===== src/rtl/stab_pkg.sv =====
package stab_pkg;

   localparam int DEF_CAPACITY = 64;
   localparam int VALUE_W      = 32;
   localparam int CMD_W        = 2;
   localparam int STATUS_W     = 2;
   localparam int COUNT_OUT_W  = 7;
   // Cells per match-reduction group; groups are ORed in the update cycle.
   localparam int GROUP_SIZE   = 32;

   typedef enum logic [CMD_W-1:0] {
      CMD_INSERT = 2'd0,
      CMD_SEARCH = 2'd1,
      CMD_REMOVE = 2'd2
   } cmd_type;

   typedef enum logic [STATUS_W-1:0] {
      ST_OK        = 2'd0,
      ST_NOT_FOUND = 2'd1,
      ST_FULL      = 2'd2
   } status_type;

   typedef enum logic [1:0] {
      FSM_IDLE,
      FSM_COMPARE,
      FSM_APPLY
   } fsm_state_type;

   // Controller to datapath commands.
   typedef struct packed {
      logic load;     // capture request operands
      logic compare;  // register per-cell compare flags
      logic apply;    // update table, count and response
   } ctl_type;

endpackage


===== src/rtl/stab_controller.sv =====
module stab_controller (
   input  logic              clock,
   input  logic              reset,
   input  logic              start,
   output logic              busy,
   output stab_pkg::ctl_type ctl,
   output logic              rsp_strobe
);
   import stab_pkg::*;

   fsm_state_type state_ff, state_in;
   logic          strobe_ff, strobe_in;

   always_ff @(posedge clock) begin
      if (reset) begin
         state_ff  <= FSM_IDLE;
         strobe_ff <= 1'b0;
      end else begin
         state_ff  <= state_in;
         strobe_ff <= strobe_in;
      end
   end

   always_comb begin
      state_in    = state_ff;
      ctl         = '0;
      strobe_in   = 1'b0;
      busy        = 1'b1;
      unique case (state_ff)
         FSM_IDLE: begin
            busy = 1'b0;
            if (start) begin
               ctl.load = 1'b1;
               state_in = FSM_COMPARE;
            end
         end
         FSM_COMPARE: begin
            ctl.compare = 1'b1;
            state_in    = FSM_APPLY;
         end
         FSM_APPLY: begin
            ctl.apply = 1'b1;
            strobe_in = 1'b1;
            state_in  = FSM_IDLE;
         end
         default: begin
            state_in = FSM_IDLE;
         end
      endcase
   end

   assign rsp_strobe = strobe_ff;

endmodule


===== config.mk =====
export PLATFORM = sky130hd
export DESIGN_NAME = stab_controller
export DESIGN_NICKNAME = d
export VERILOG_FILES = /design/src/rtl/stab_pkg.sv /design/src/rtl/stab_controller.sv
export SDC_FILE = /design/constraint.sdc
export NUM_CORES = 1
export LEC_CHECK = 0
export CELL_PAD_IN_SITES_DETAIL_PLACEMENT = 0
export CELL_PAD_IN_SITES_GLOBAL_PLACEMENT = 1
export CORE_AREA = 2 2 39 41
export CTS_BUF_LIST = sky130_fd_sc_hd__clkbuf_4 sky130_fd_sc_hd__clkbuf_8 sky130_fd_sc_hd__clkbuf_16
export CTS_CLUSTER_DIAMETER = 50
export DETAILED_ROUTE_END_ITERATION = 16
export DIE_AREA = 0 0 41 43
export DONT_BUFFER_PORTS = 1
export PLACE_DENSITY_LB_ADDON = 0.12
export SKIP_LAST_GASP = 1
export SYNTH_ARGS = -nofsm -noshare
export SYNTH_HDL_FRONTEND = slang
export SYNTH_SLANG_ARGS = --single-unit

===== constraint.sdc =====
create_clock -name clock -period 1.8 [get_ports clock]
set_clock_uncertainty 0.15 [all_clocks]
set_input_delay 0.09 -clock clock [delete_from_list [all_inputs] [get_ports clock]]
set_output_delay 0.09 -clock clock [all_outputs]
set_load 0.01 [all_outputs]

==> results of run 1 <==
[per-stage QoR]
step | cells | instance area [um^2]
floorplan | 12 | 136
global placement | 26 | 141
detailed placement | 26 | 141
CTS | 32 | 191
global route | 32 | 191
finish | 32 | 191
[flip-flops by register name, indices dropped and copies added, names as in the netlist]
signal / count
state_ff: 2
rsp_strobe: 1
[cell type report]
class                   instances  area [um^2]  area share [%]
well taps                      16         20.0            10.5
flip-flops and latches          3         60.1            31.4
repair buffers                  2         20.0            10.5
clock buffers                   4         30.0            15.7
multi-input cells               7         61.3            32.0
[routing by layer]
metal / share of wire, % / track usage (%)
met5: 0 / 0
met1: 40 / 4.81
met2: 47 / 4.69
met3: 9.2 / 3.14
met4: 3.4 / 10.0
[worst min path at each step]
stage	startpoint	to	slack (ns)	cells past startpoint
after floorplan	reset	state_ff[0]	0.01	1
after global placement	reset	state_ff[0]	0.02	1
after detailed placement	reset	state_ff[0]	0.02	1
after CTS	start	ctl[2]	0.18	1
after global routing	start	ctl[2]	0.18	1
final	start	ctl[2]	0.18	1
[where the power goes]
part           switching, uW  internal [uW]
Sequential              4.15           69.7
Combinational           7.30           9.66
Clock                   35.8           98.2
[placed cells by master, fill, tap and decap left out, drive strengths merged]
cell type    n
nor3b        3
clkbuf       4
and2b        2
dfxtp        3
or2          1
dlygate4sd3  2
nor4b        1
[logic make-up (layout without fill, tap and decap cells)]
family	count (synthesis)	after routing	share of synthesized area (%)
flip-flops	3	3	44.0
AND/OR/NAND/NOR	7	7	45.0
buffers and inverters	2	6	11.0
[what timing repair did]
| action | 4_1_cts | 5_1_grt |
|---|---|---|
| hold buffers | 2 | 0 |
| endpoints found under the setup margin | 0 | 0 |
| endpoints found under the hold margin | 3 | 0 |
==> impl_metrics.py, run 1 <==
metrics = {
    "synth": {
        "synth_area_per_cell_um2": 11.4,
        "synth-seq-cells": 3,
        "seq_area_frac_synth_pct": 44.0,
        "netlist_top_cells_area": "dfxtp_1, nor3b_1, and2b_2",
        "yosys.cell_types.count": 6,
        "synth_top_area_share_pct": 44.0,
        "synth.cell_area_um2": 136,
        "count_of_mapped_cells_out_of_synthesis": 12,
        "synth-edff-count": 0,
        "synthDominantAreaCellType": "dfxtp_1",
        "synth_async_sr_flop_share_pct": 0,
        "yosysWarningCount": 0,
        "postSynth.topFlopCell": "dfxtp_1",
        "synth_nets": 15,
        "synthTopCellsByCount": "dfxtp_1, nor3b_1, and2b_2, buf_4",
    },
    "timing": {
        "final_hold_viol_count": 0,
        "totalNegativeSetupSlack_ns": 0,
        "fin_ws_ns": 0.377,
        "normalized_max_slew_margin_pct": 74.1,
        "min_period_ns": 1.42,
        "highest_clock_frequency_the_design_can_meet_mhz": 703,
        "rsz0062_at_grt": "false",
        "worst-slew-pin-transition_ns": 0.388,
        "whs_ns": 0.180,
        "timing.final.setup_violations": 0,
        "final_min_period_over_clock_period_pct": 79.1,
        "drv_slew": 0,
    },
    "cts": {
        "cts-root-to-sink-buffers": 2,
        "cts.repair_timing.setup_buffer_count": 0,
        "clkLatencyLatePin_ns": 0.23,
        "cts_tree": "yes",
        "post_cts_resized": 0,
        "numClockSinks": 3,
        "cts_made_buffers": 3,
        "clock_tree.htree_level_count": 1,
        "root_buffer": "clkbuf_4",
        "clk_pin_slew_ns": 0.04,
    },
    "flow_run": {
        "max_cap_violations": 0,
    },
    "layout": {
        "final_core_density_pct": 13.8,
        "drive_gt1_share_pct": 50.0,
        "insertedDiodeCount": 0,
        "n_fill_cell": 156,
        "synthToLayoutAreaGrowth_pct": 40.4,
        "fin_nets": 20,
    },
    "critical_path": {
        "crit_path_required_time_ns": 1.82,
        "criticalPathCategory": "input port to flip-flop",
        "crit_path_max_fanout": 3,
        "critPathLaunch": "reset",
        "setup.reg_to_reg.worst_slack_ns": 0.41,
        "crit_path_slowest_cell": "dlygate4sd3_1",
        "crit_chain": "dlygate4sd3_1 > nor4b_2 > dlygate4sd3_1",
        "cp_common_cell": "dlygate4sd3_1",
        "worstSetupEndpointType": "flip-flop",
        "rr_worst_depth": 2,
        "crit_path_end": "state_ff[0]",
        "critical_path.reg2reg.startpoint": "state_ff[0]",
        "timing.rr.end": "state_ff[0]",
        "worst_setup_path_start_kind": "input port",
        "cpLargestDelayFamily": "buffers and inverters",
        "worst_path_buf_inv": 2,
        "cp.depth": 3,
        "max_stage_delay_ns": 0.58,
        "worstPathArrival_ns": 1.45,
    },
    "floorplan": {
        "start_util_pct": 9.86,
        "die_w_um": 41,
        "floorplan.die.height_um": 43,
        "floorplan.rows": 14,
        "die_area_mm2": 0.00176,
        "pin_count": 8,
        "core_mm2": 0.00138,
    },
    "power_and_ir_drop": {
        "report.power.total_uw": 225,
        "worst_case_vdd_ir_drop_mv": 0.234,
        "pleak_uw": 0.0000769,
        "power.density_mw_per_mm2": 1170,
    },
    "route": {
        "dr_pass1_iterations": 1,
        "number_of_vias_after_detailed_routing": 98,
        "avgRoutedWirePerCell_um": 9.16,
        "first_iter_violations": 0,
        "vias_per_cell": 3.06,
        "finalWirelength_um": 293,
        "route.detailed.drc": 0,
        "final_antenna_violating_net_count": 0,
    },
    "grt": {
        "grt_use_total_pct": 5.12,
        "grt_pass1_wl_um": 469,
        "antenna_found_initial": 0,
        "grt_remaining_overflow": 0,
        "first_global_vias": 116,
        "grt_start_max_net_pins": 8,
    },
    "status": {
        "run_status": "finished, final reports clean",
    },
    "min_path": {
        "hold_path.class": "input port to primary output",
    },
    "placed_design": {
        "detailed_place_hpwl_um": 202,
        "place_ws_ns": 0.814,
        "place.gp.congestion": 0.527,
        "io_buffers": 0,
    },
}
Note: power is estimated with default switching activity, not from simulation.
==> inputs of run 2 (changes only) <==
==> constraint.sdc (replaced) <==
create_clock -name clock -period 1.3 [get_ports clock]
set_clock_uncertainty 0.15 [all_clocks]
set_input_delay 0.065 -clock clock [delete_from_list [all_inputs] [get_ports clock]]
set_output_delay 0.065 -clock clock [all_outputs]
set_load 0.01 [all_outputs]
==> impl_metrics.py, run 2 (same netlist as run 1, synthesis figures left out) <==
metrics = {
    "grt": {
        "first_global_vias": 105,
        "antenna_found_initial": 0,
        "grt_use_total_pct": 5.80,
        "grt_remaining_overflow": 0,
        "grt_start_max_net_pins": 8,
        "grt_pass1_wl_um": 517,
    },
    "timing": {
        "drv_slew": 0,
        "timing.final.setup_violations": 0,
        "totalNegativeSetupSlack_ns": 0,
        "whs_ns": 0.133,
        "min_period_ns": 1.16,
        "normalized_max_slew_margin_pct": 83.8,
        "worst-slew-pin-transition_ns": 0.243,
        "final_min_period_over_clock_period_pct": 89.6,
        "highest_clock_frequency_the_design_can_meet_mhz": 859,
        "rsz0062_at_grt": "false",
        "final_hold_viol_count": 0,
    },
    "critical_path": {
        "crit_path_required_time_ns": 1.09,
        "crit_path_slowest_cell": "dfxtp_1",
        "criticalPathCategory": "flip-flop to primary output",
        "worst_setup_path_start_kind": "flip-flop",
        "crit_chain": "and2b_2",
        "worstPathArrival_ns": 0.95,
        "max_stage_delay_ns": 0.44,
        "worstSetupEndpointType": "primary output",
        "crit_path_max_fanout": 7,
        "cpLargestDelayFamily": "flip-flops",
        "worst_path_buf_inv": 0,
        "setup.reg_to_reg.worst_slack_ns": 0.42,
    },
    "layout": {
        "max_flop_register": "state_ff",
        "final_core_density_pct": 14.2,
        "final_cells": 32,
        "insertedDiodeCount": 0,
        "drive_gt1_share_pct": 56.3,
        "largest_register_ff_count": 2,
        "layout_commonest_cell": "clkbuf_4",
        "synthToLayoutAreaGrowth_pct": 44.0,
        "summed_area_of_non_filler_cells_in_the_final_layout_um2": 196,
        "fin_nets": 20,
        "sequential_cell_area_um2": 60.1,
        "final_cell_mix": "clkbuf_4, dfxtp_1, and2b_2, nor3b_1, dlygate4sd3_1",
        "n_fill_cell": 160,
        "multi_input_area_um2": 66.3,
    },
    "placed_design": {
        "io_buffers": 0,
        "place_area_um2": 141,
        "dpl.cell_count": 26,
        "place.gp.congestion": 0.549,
    },
    "floorplan": {
        "pin_count": 8,
        "floorplan.die.height_um": 43,
        "core_mm2": 0.00138,
        "die_w_um": 41,
        "floorplan.rows": 14,
        "start_util_pct": 9.86,
        "die_area_mm2": 0.00176,
    },
    "power_and_ir_drop": {
        "seq_power_share_pct": 32.9,
        "combinationalPowerShare_pct": 7.5,
        "power.density_mw_per_mm2": 1600,
        "netSwitchingPower_uw": 67.1,
        "clkPwrFrac_pct": 59.6,
        "netSwitchingFraction_pct": 21.4,
        "worst_case_vdd_ir_drop_mv": 0.339,
        "pleak_uw": 0.0000782,
        "p_int_uw": 246,
    },
    "min_path": {
        "hold_path.class": "input port to primary output",
    },
    "route": {
        "final_antenna_violating_net_count": 0,
        "dr_pass1_iterations": 1,
        "finalWirelength_um": 296,
        "route.detailed.drc": 0,
        "vias_per_cell": 3.38,
        "avgRoutedWirePerCell_um": 9.25,
        "number_of_vias_after_detailed_routing": 108,
        "first_iter_violations": 0,
    },
    "cts": {
        "cts-root-to-sink-buffers": 2,
        "numClockSinks": 3,
        "clkLatencyLatePin_ns": 0.23,
        "clk_pin_slew_ns": 0.04,
        "clock_tree.htree_level_count": 1,
        "cts_made_buffers": 3,
        "root_buffer": "clkbuf_4",
        "cts.repair_timing.setup_buffer_count": 0,
        "cts_tree": "yes",
    },
    "status": {
        "run_status": "finished, final reports clean",
    },
    "flow_run": {
        "max_cap_violations": 0,
    },
}
==> run 2: cell counts in the layout (fill, tap and decap cells not counted) <==
No cell type changed its count.
==> run 2: final cells by class <==
| cell class | instances | share of cell area [%] |
|---|---|---|
| multi-input cells | 7 | 33.8 |
| flip-flops and latches | 3 | 30.6 |
| clock buffers | 4 | 15.3 |
| repair buffers | 2 | 10.2 |
| well taps | 16 | 10.2 |
==> run 2: final timing paths <==
path                                   from     endpoint  cells after the start
worst min register to register  state_ff[1]   rsp_strobe                      1
worst max register to register  state_ff[0]  state_ff[0]                      1
worst min-delay path                  start       ctl[2]                      1
worst max-delay path            state_ff[0]       ctl[0]                      1
==> run 2: what timing repair did <==
item                                    4_1_cts  5_1_grt
endpoints found under the hold margin         3        0
endpoints found under the setup margin        0        1
resized for setup                             0        1
hold buffers                                  2        0
==> run 2: metal layers <==
| layer | share of wire, % | up-vias | GRT usage (%) |
|---|---|---|---|
| li1 | - | 49 | - |
| met1 | 37 | 52 | 5.08 |
| met2 | 48 | 5 | 5.00 |
| met3 | 11 | 2 | 4.19 |
| met4 | 3.4 | 0 | 12.0 |
| met5 | 0 | - | 0 |
==> run 2: power by group through the flow <==
stage,clock (uW),combinational (uW),sequential (uW)
2_1_floorplan,0,20.2,102
3_3_place_gp,0,17.9,104
3_5_place_dp,0,17.5,104
4_1_cts,200,23.5,103
5_1_grt,211,26.6,105
6_report,187,23.5,103
==> run 2: per-stage QoR <==
step	setup WS, ns	total power (uW)
finish	0.135	313
global route	0.0533	342
CTS	0.0692	327
detailed placement	0.334	122
global placement	0.341	122
floorplan	0.353	123
